<file path="src/rtl/nsp_pkg.sv">
`default_nettype none

package nsp_pkg;

  localparam int CfgIdxW  = 1;
  localparam int CfgDataW = 2;

  // configuration register indexes
  localparam logic [CfgIdxW-1:0] CFG_FILE_FORMAT  = 1'd0;
  localparam logic [CfgIdxW-1:0] CFG_NUCLEIC_KIND = 1'd1;

  // file formats
  localparam logic [1:0] FMT_RAW   = 2'd0;
  localparam logic [1:0] FMT_FASTA = 2'd1;
  localparam logic [1:0] FMT_FASTQ = 2'd2;

  // input operations
  localparam logic OP_DATA  = 1'b0;
  localparam logic OP_FLUSH = 1'b1;

  // result kinds
  localparam logic [1:0] KIND_PACKED = 2'd0;
  localparam logic [1:0] KIND_LETTER = 2'd1;
  localparam logic [1:0] KIND_COUNT  = 2'd2;

  // characters
  localparam logic [7:0] CH_NEWLINE = 8'h0A;
  localparam logic [7:0] CH_AT      = 8'h40;
  localparam logic [7:0] CH_PLUS    = 8'h2B;
  localparam logic [7:0] CH_GT      = 8'h3E;
  localparam logic [7:0] CH_A       = 8'h41;
  localparam logic [7:0] CH_C       = 8'h43;
  localparam logic [7:0] CH_G       = 8'h47;
  localparam logic [7:0] CH_T       = 8'h54;
  localparam logic [7:0] CH_U       = 8'h55;
  localparam logic [7:0] CH_LOW_A   = 8'h61;
  localparam logic [7:0] CH_LOW_Z   = 8'h7A;
  localparam logic [7:0] CASE_DIFF  = 8'h20;

  typedef struct packed {
    logic       operation;
    logic [7:0] byte_value;
  } in_t;

  typedef struct packed {
    logic [7:0] out_byte;
    logic [1:0] out_kind;
    logic       last;
  } out_t;

  typedef struct packed {
    logic [1:0] file_format;
    logic       nucleic_kind;
  } cfg_t;

  // results caused by one word: a packed byte or a flush run
  typedef struct packed {
    logic       is_flush;
    logic       rna;
    logic [1:0] cnt;
    logic [5:0] codes;
    logic [7:0] packed_byte;
  } grp_t;

endpackage

`default_nettype wire

</file>
<file path="src/rtl/nsp_parser.sv">
`default_nettype none

module nsp_parser (
  input  wire logic          clk,
  input  wire logic          rst_n,
  input  wire logic          fire,
  input  wire nsp_pkg::in_t  item,
  input  wire nsp_pkg::cfg_t cfg,
  output nsp_pkg::grp_t      grp,
  output logic               grp_vld
);

  logic       at_line_start_r, at_line_start_nxt;
  logic       skipping_line_r, skipping_line_nxt;
  logic       skip_next_line_r, skip_next_line_nxt;
  logic [5:0] pending_codes_r, pending_codes_nxt;
  logic [1:0] pending_count_r, pending_count_nxt;

  logic [7:0] up_b;
  logic       code_ok;
  logic [1:0] code;

  // upper-case and letter decode
  always_comb begin
    up_b = item.byte_value;
    if (item.byte_value >= nsp_pkg::CH_LOW_A && item.byte_value <= nsp_pkg::CH_LOW_Z) begin
      up_b = item.byte_value - nsp_pkg::CASE_DIFF;
    end
    code_ok = 1'b1;
    code    = 2'd0;
    if (up_b == nsp_pkg::CH_A) begin
      code = 2'd0;
    end else if (up_b == nsp_pkg::CH_C) begin
      code = 2'd1;
    end else if (up_b == nsp_pkg::CH_G) begin
      code = 2'd2;
    end else if (up_b == nsp_pkg::CH_T && !cfg.nucleic_kind) begin
      code = 2'd3;
    end else if (up_b == nsp_pkg::CH_U && cfg.nucleic_kind) begin
      code = 2'd3;
    end else begin
      code_ok = 1'b0;
    end
  end

  always_comb begin
    at_line_start_nxt  = at_line_start_r;
    skipping_line_nxt  = skipping_line_r;
    skip_next_line_nxt = skip_next_line_r;
    pending_codes_nxt  = pending_codes_r;
    pending_count_nxt  = pending_count_r;
    grp_vld            = 1'b0;
    grp.is_flush       = 1'b0;
    grp.rna            = cfg.nucleic_kind;
    grp.cnt            = pending_count_r;
    grp.codes          = pending_codes_r;
    grp.packed_byte    = {pending_codes_r, code};

    if (item.operation == nsp_pkg::OP_FLUSH) begin
      grp_vld            = 1'b1;
      grp.is_flush       = 1'b1;
      at_line_start_nxt  = 1'b1;
      skipping_line_nxt  = 1'b0;
      skip_next_line_nxt = 1'b0;
      pending_codes_nxt  = 6'd0;
      pending_count_nxt  = 2'd0;
    end else if (item.byte_value == nsp_pkg::CH_NEWLINE) begin
      // empty line uses up a pending skip
      if (at_line_start_r) begin
        skip_next_line_nxt = 1'b0;
      end
      at_line_start_nxt = 1'b1;
      skipping_line_nxt = 1'b0;
    end else begin
      if (at_line_start_r) begin
        at_line_start_nxt = 1'b0;
        skipping_line_nxt = 1'b0;
        if (skip_next_line_r) begin
          skip_next_line_nxt = 1'b0;
          skipping_line_nxt  = 1'b1;
        end else if (cfg.file_format == nsp_pkg::FMT_FASTQ &&
                     item.byte_value == nsp_pkg::CH_AT) begin
          skipping_line_nxt = 1'b1;
        end else if (cfg.file_format == nsp_pkg::FMT_FASTQ &&
                     item.byte_value == nsp_pkg::CH_PLUS) begin
          skipping_line_nxt  = 1'b1;
          skip_next_line_nxt = 1'b1;
        end else if (cfg.file_format == nsp_pkg::FMT_FASTA &&
                     item.byte_value == nsp_pkg::CH_GT) begin
          skipping_line_nxt = 1'b1;
        end
      end
      if (!skipping_line_nxt && code_ok) begin
        if (pending_count_r == 2'd3) begin
          grp_vld           = 1'b1;
          pending_codes_nxt = 6'd0;
          pending_count_nxt = 2'd0;
        end else begin
          pending_codes_nxt = {pending_codes_r[3:0], code};
          pending_count_nxt = pending_count_r + 2'd1;
        end
      end
    end
  end

  always_ff @(posedge clk) begin
    if (!rst_n) begin
      at_line_start_r  <= 1'b1;
      skipping_line_r  <= 1'b0;
      skip_next_line_r <= 1'b0;
      pending_codes_r  <= 6'd0;
      pending_count_r  <= 2'd0;
    end else if (fire) begin
      at_line_start_r  <= at_line_start_nxt;
      skipping_line_r  <= skipping_line_nxt;
      skip_next_line_r <= skip_next_line_nxt;
      pending_codes_r  <= pending_codes_nxt;
      pending_count_r  <= pending_count_nxt;
    end
  end

endmodule

`default_nettype wire

</file>
<file path="src/rtl/nsp_out_seq.sv">
`default_nettype none

module nsp_out_seq (
  input  wire logic          clk,
  input  wire logic          rst_n,
  input  wire logic          load,
  input  wire nsp_pkg::grp_t grp_in,
  output logic               busy,
  output logic               done,
  output logic               out_valid,
  input  wire logic          out_stall,
  output nsp_pkg::out_t      out_data
);

  logic          busy_r;
  logic [1:0]    idx_r;
  nsp_pkg::grp_t grp_r;
  logic [1:0]    sh;
  logic [1:0]    c;

  assign busy      = busy_r;
  assign out_valid = busy_r;
  assign done      = busy_r && !out_stall && out_data.last;

  // position of the letter being sent, counted from the newest code
  assign sh = grp_r.cnt - idx_r - 2'd1;

  always_comb begin
    unique case (sh)
      2'd0:    c = grp_r.codes[1:0];
      2'd1:    c = grp_r.codes[3:2];
      default: c = grp_r.codes[5:4];
    endcase
  end

  always_comb begin
    out_data.out_byte = grp_r.packed_byte;
    out_data.out_kind = nsp_pkg::KIND_PACKED;
    out_data.last     = 1'b1;
    if (grp_r.is_flush) begin
      if (idx_r == grp_r.cnt) begin
        out_data.out_byte = {6'd0, grp_r.cnt};
        out_data.out_kind = nsp_pkg::KIND_COUNT;
      end else begin
        out_data.out_kind = nsp_pkg::KIND_LETTER;
        out_data.last     = 1'b0;
        unique case (c)
          2'd0:    out_data.out_byte = nsp_pkg::CH_A;
          2'd1:    out_data.out_byte = nsp_pkg::CH_C;
          2'd2:    out_data.out_byte = nsp_pkg::CH_G;
          default: out_data.out_byte = grp_r.rna ? nsp_pkg::CH_U : nsp_pkg::CH_T;
        endcase
      end
    end
  end

  always_ff @(posedge clk) begin
    if (!rst_n) begin
      busy_r <= 1'b0;
      idx_r  <= 2'd0;
    end else begin
      if (load) begin
        busy_r <= 1'b1;
        idx_r  <= 2'd0;
      end else if (done) begin
        busy_r <= 1'b0;
      end else if (busy_r && !out_stall) begin
        idx_r <= idx_r + 2'd1;
      end
    end
  end

  always_ff @(posedge clk) begin
    if (load) begin
      grp_r <= grp_in;
    end
  end

endmodule

`default_nettype wire

</file>
<file path="src/rtl/nucleotide_stream_2bit_packer.sv">
`default_nettype none

// channel | direction | handshake         | payload
// in_     | input     | in_valid/in_stall | nsp_pkg::in_t  (operation, byte_value)
// out_    | output    | out_valid/out_stall | nsp_pkg::out_t (out_byte, out_kind, last)
// cfg_    | input     | cfg_we            | cfg_index, cfg_data
//
// one input word per cycle while in_stall is low; a data word gives at most one result in the next cycle
// a flush word gives n+1 results (n = 0..3 leftover letters), one per cycle while out_stall is low
// the result sequencer holds one word's results; input stalls until its last one leaves
// synchronous active-low reset: format fasta, dna, at line start, nothing pending
// out_stall holds the current result and stalls input the same cycle

module nucleotide_stream_2bit_packer (
  input  wire logic                          clk,
  input  wire logic                          rst_n,
  input  wire logic                          in_valid,
  output logic                               in_stall,
  input  wire nsp_pkg::in_t                  in_data,
  output logic                               out_valid,
  input  wire logic                          out_stall,
  output nsp_pkg::out_t                      out_data,
  input  wire logic                          cfg_we,
  input  wire logic [nsp_pkg::CfgIdxW-1:0]   cfg_index,
  input  wire logic [nsp_pkg::CfgDataW-1:0]  cfg_data
);

  logic [1:0]    file_format_r;
  logic          nucleic_kind_r;
  nsp_pkg::cfg_t cfg;
  nsp_pkg::grp_t grp;
  logic          grp_vld;
  logic          fire;
  logic          seq_busy;
  logic          seq_done;

  // configuration registers
  always_ff @(posedge clk) begin
    if (!rst_n) begin
      file_format_r  <= nsp_pkg::FMT_FASTA;
      nucleic_kind_r <= 1'b0;
    end else if (cfg_we) begin
      unique case (cfg_index)
        nsp_pkg::CFG_FILE_FORMAT:  file_format_r  <= cfg_data[1:0];
        nsp_pkg::CFG_NUCLEIC_KIND: nucleic_kind_r <= cfg_data[0];
        default: ;
      endcase
    end
  end

  assign cfg.file_format  = file_format_r;
  assign cfg.nucleic_kind = nucleic_kind_r;

  // take a new word when the sequencer is free or sends its final result now
  assign in_stall = seq_busy && !seq_done;
  assign fire     = in_valid && !in_stall;

  // line tracking, filtering and packing
  nsp_parser u_parser (
    .clk     (clk),
    .rst_n   (rst_n),
    .fire    (fire),
    .item    (in_data),
    .cfg     (cfg),
    .grp     (grp),
    .grp_vld (grp_vld)
  );

  // result register and flush sequencing
  nsp_out_seq u_out_seq (
    .clk       (clk),
    .rst_n     (rst_n),
    .load      (fire && grp_vld),
    .grp_in    (grp),
    .busy      (seq_busy),
    .done      (seq_done),
    .out_valid (out_valid),
    .out_stall (out_stall),
    .out_data  (out_data)
  );

  // a stalled result keeps the input stalled
  a_stall_back: assert property (@(posedge clk) disable iff (!rst_n)
    out_valid && out_stall |-> in_stall)
    else $error("input taken while a result is stalled");

  // a flush run continues until its count result
  a_run_cont: assert property (@(posedge clk) disable iff (!rst_n)
    out_valid && !out_stall && !out_data.last |=> out_valid &&
      (out_data.out_kind == nsp_pkg::KIND_LETTER || out_data.out_kind == nsp_pkg::KIND_COUNT))
    else $error("flush run broken");

  // count result is small and ends the run
  a_count: assert property (@(posedge clk) disable iff (!rst_n)
    out_valid && out_data.out_kind == nsp_pkg::KIND_COUNT |->
      out_data.last && out_data.out_byte[7:2] == 6'd0)
    else $error("bad count result");

  // letters never end a run
  a_letter: assert property (@(posedge clk) disable iff (!rst_n)
    out_valid && out_data.out_kind == nsp_pkg::KIND_LETTER |-> !out_data.last)
    else $error("letter marked last");

endmodule

`default_nettype wire
</file>
<file path="config.mk">
export PLATFORM = sky130hd
export DESIGN_NAME = nucleotide_stream_2bit_packer
export DESIGN_NICKNAME = d
export VERILOG_FILES = /design/src/rtl/nsp_pkg.sv /design/src/rtl/nsp_parser.sv /design/src/rtl/nsp_out_seq.sv /design/src/rtl/nucleotide_stream_2bit_packer.sv
export SDC_FILE = /design/constraint.sdc
export NUM_CORES = 1
export LEC_CHECK = 0
export ABC_AREA = 1
export BUFFER_PORTS_ARGS = -buffer_cell sky130_fd_sc_hd__clkbuf_2
export CAP_MARGIN = 40
export CORE_ASPECT_RATIO = 0.7
export CORE_MARGIN = 4
export CORE_UTILIZATION = 55
export DETAILED_ROUTE_END_ITERATION = 12
export GPL_TIMING_DRIVEN = 0
export HOLD_SLACK_MARGIN = 0.02
export PLACE_DENSITY = 0.86
export SYNTH_ARGS = -nofsm -noshare
export SYNTH_HDL_FRONTEND = slang
export SYNTH_SLANG_ARGS = --single-unit
</file>
<file path="constraint.sdc">
create_clock -name clk -period 2.9 [get_ports clk]
set_input_delay 0 -clock clk [delete_from_list [all_inputs] [get_ports clk]]
set_output_delay 0 -clock clk [all_outputs]
set_load 0.01 [all_outputs]
</file>
==> results.json <==
{
  "path_max_fanout": 12,
  "die_width_um": 73.7,
  "worst-path-buf-inv": 4,
  "track_usage": 0.214,
  "chain_of_cells_forming_the_critical_path": "ha_1 > nand2_1 > nand2_2 > inv_2 > o21ai_2 > nand2_1 > inv_2 > buf_4 > nand3b_1 > inv_1",
  "clk-insertion-delay-late_ps": 270,
  "post_drt_via_cell_ratio": 5.09,
  "worst_slew_pin_slew_ps": 442,
  "synth_largest_type_area_fraction": 0.217,
  "seq_area_sq_um": 701,
  "rows": 16,
  "initial_drt_pass_iterations": 4,
  "fin_crit_ps": 2370,
  "slew_viol_final": 0,
  "path_delay_family": "buffers and inverters",
  "finalWeightedCongestion": 0.920,
  "num-fill-cells": 250,
  "yosys_most_used_dff": "dfxtp_1",
  "p_per_area_nw_per_um2": 455,
  "synth.area.top_cells": "edfxtp_1 22%, dfxtp_1 20%, nand2_1 13%, nor2_1 7.5%, inv_1 6.1%",
  "timing.fmax_mhz": 423,
  "multiInputGateArea_sq_um": 812,
  "dp_hpwl_mm": 2.83,
  "worst_setup_path_end_kind": "flop",
  "power.ir.vdd_worst_mv": 0.366,
  "combinational_family_with_the_most_area_after_synthesis": "simple AND/OR/NAND/NOR gates",
  "hold_slack_ps": 41.4,
  "synth-xor-area-share": 0.0158,
  "seq_area_frac_synth": 0.422,
  "cts_max_path_buffers": 2,
  "cts_resized": 0,
  "hold_viol_final": 0,
  "number_of_global_route_vias_before_repair": 1443,
  "syn_area_sq_um": 1660,
  "synthesis.yosys.warnings": 0,
  "chipHeight_um": 54.0,
  "clkSinkCount": 29,
  "setup_violations": 0,
  "worstPathArrival_ps": 2290,
  "antenna_cells": 0,
  "fin_tns_setup_ps": 0,
  "ys_seq_elements": 29,
  "htree_num_levels": 2,
  "final_clock_period_utilization_by_the_worst_path": 0.816,
  "yosysMostFrequentCell": "nand2_1",
  "finalNetCount": 289,
  "drive_gt1_frac": 0.187,
  "ys_top_cells_by_count": "59 x nand2_1, 33 x nor2_1, 27 x inv_1, 17 x dfxtp_1, 15 x nand3_1",
  "postRouteWirelength_mm": 3.66,
  "critPathRequiredTime_ps": 2830,
  "syn-instance-count": 225,
  "mux_cell_area_share_after_synthesis": 0,
  "crit_path_max_incr_delay_ps": 400,
  "initialDrtViolationCount": 77,
  "total_leakage_power_nw": 0.945,
  "grt_start_max_net_pins": 13,
  "cts_root_buf": "clkbuf_8",
  "rsz0062_at_grt": "no",
  "synth-edff-count": 12,
  "drcViolationCount": 0,
  "cts-buffers-inserted": 5,
  "synth_simple_gate_area_share": 0.313,
  "cpMaxStageDelayCell": "edfxtp_1",
  "clock_tree_from_tritoncts": "done",
  "mappedNetlistNets": 247,
  "ioPinCount": 30,
  "grt_overflow": 0,
  "number_of_distinct_standard_cells_referenced_by_the_synthesized_netlist": 34,
  "outcome": "finished, final reports clean",
  "die_area_sq_um": 3980,
  "timing_worst_setup_path_type": "flop to flop",
  "synth.largest_area_cell": "edfxtp_1",
  "synth-compound-area-share": 0.122,
  "synth.avg_cell_area_sq_um": 7.38,
  "syn_to_final_growth_pct": 20.0,
  "max_cap_violations": 0,
  "vias": 1546,
  "timing.slew.headroom": 0.705,
  "io_buffers": 29,
  "routed_wire_length_per_instance_um": 12.0,
  "post_synth_fa_ha_maj_area_fraction": 0.0377,
  "core_sq_um": 2840,
  "grt_pass1_wl_mm": 6.40,
  "grt_antenna_before_repair": 0,
  "synthArstFlopShare": 0,
  "ant_nets": 0,
  "fin_skew_ps": 1.35,
  "clk_pin_slew_ps": 60,
  "critical_path.startpoint_type": "flop",
  "holdCritPathClass": "input port to flop",
  "floorplan.initialDensity": 0.584
}
tightest hold or removal path, delay by kind of cell:
kind            cells  cell delay [ps]
buf+inv             1              110
simple gates        2              100
compound gates      1               50
layout by cell type, fill, tap and decap left out, types with 2 or more instances in the layout:
| cell | count |
|---|---|
| nand4_1 | 2 |
| inv_2 | 2 |
| nor3_1 | 2 |
| clkinv_1 | 2 |
| o21ai_1 | 2 |
| o21ai_0 | 9 |
| nand2_1 | 59 |
| nand3_1 | 15 |
| edfxtp_1 | 12 |
| ha_1 | 5 |
| a211oi_1 | 2 |
| dlygate4sd3_1 | 6 |
| clkbuf_2 | 29 |
| xnor2_1 | 2 |
| a21oi_1 | 14 |
| buf_4 | 2 |
| nor2_1 | 33 |
| clkbuf_8 | 5 |
| dfxtp_1 | 17 |
| inv_1 | 27 |
| nand2_2 | 2 |
| nor2_2 | 2 |
metrics by stage:
step / util / instance area (sq um) / power (mW) / std cells / setup WS [ps]
floorplan: - / 1660 / 0.554 / 225 / 789
global placement: 0.651 / 1850 / 0.596 / 290 / 573
detailed placement: 0.651 / 1850 / 0.601 / 290 / 517
CTS: 0.701 / 1990 / 0.911 / 304 / 509
global route: 0.701 / 1990 / 0.959 / 304 / 315
finish: 0.701 / 1990 / 0.905 / 304 / 534
routing by layer:
layer  GRT usage  vias to the layer above  wire, um
met5           0                        -         0
met3      0.0560                        4       260
met1       0.288                      670      1820
met4      0.0602                        0        28
li1            -                      822         -
met2       0.343                       50      1540
path summary, 6_finish.rpt:
check / startpoint / end / slack [ps] / cells after the start
min: cfg_we / nucleic_kind_r / 40 / 4
min reg2reg: u_parser.pending_codes_r[5] / u_out_seq.grp_r[7] / 440 / 0
max reg2reg: u_out_seq.grp_r[14] / u_out_seq.grp_r[6] / 530 / 10
max: u_out_seq.grp_r[14] / u_out_seq.grp_r[6] / 530 / 10
report_power, final:
| group | switching (mW) | internal [mW] | leakage [nW] |
|---|---|---|---|
| registers | 0.0122 | 0.443 | 0.257 |
| logic | 0.0869 | 0.0579 | 0.645 |
| clock network | 0.144 | 0.161 | 0.0430 |
| total | 0.243 | 0.662 | 0.945 |
cell type report:
class                      instances  share of cell area
sequential                        29               0.352
buffer                             4              0.0195
inverter                          29              0.0546
clock inverter                     3             0.00628
tap                               36              0.0226
timing repair buffer              35               0.103
clock buffer                       5              0.0345
multi-input combinational        163               0.408
repair_timing:
action	in CTS	in global routing
endpoints found under the setup margin	0	0
hold buffers	6	0
buffers inserted	0	0
endpoints found under the hold margin	4	0
cells by family after synthesis:
logic type,after synthesis
AO/OA/AOI/OAI,35
XOR/XNOR,3
adder cells (fa/ha/maj),5
buffers and inverters,33
flip-flops,29
AND/OR/NAND/NOR,120
flip-flops by register name, indices dropped and copies added, names as in the netlist:
signal                     count
file_format_r                  2
nucleic_kind_r                 1
u_parser.skip_next_line_r      1
u_parser.pending_count_r       2
u_parser.pending_codes_r       6
u_out_seq.busy                 1
u_parser.at_line_start_r       1
u_parser.skipping_line_r       1
u_out_seq.grp_r               12
u_out_seq.idx_r                2
Note: power is estimated with default switching activity, not from simulation.
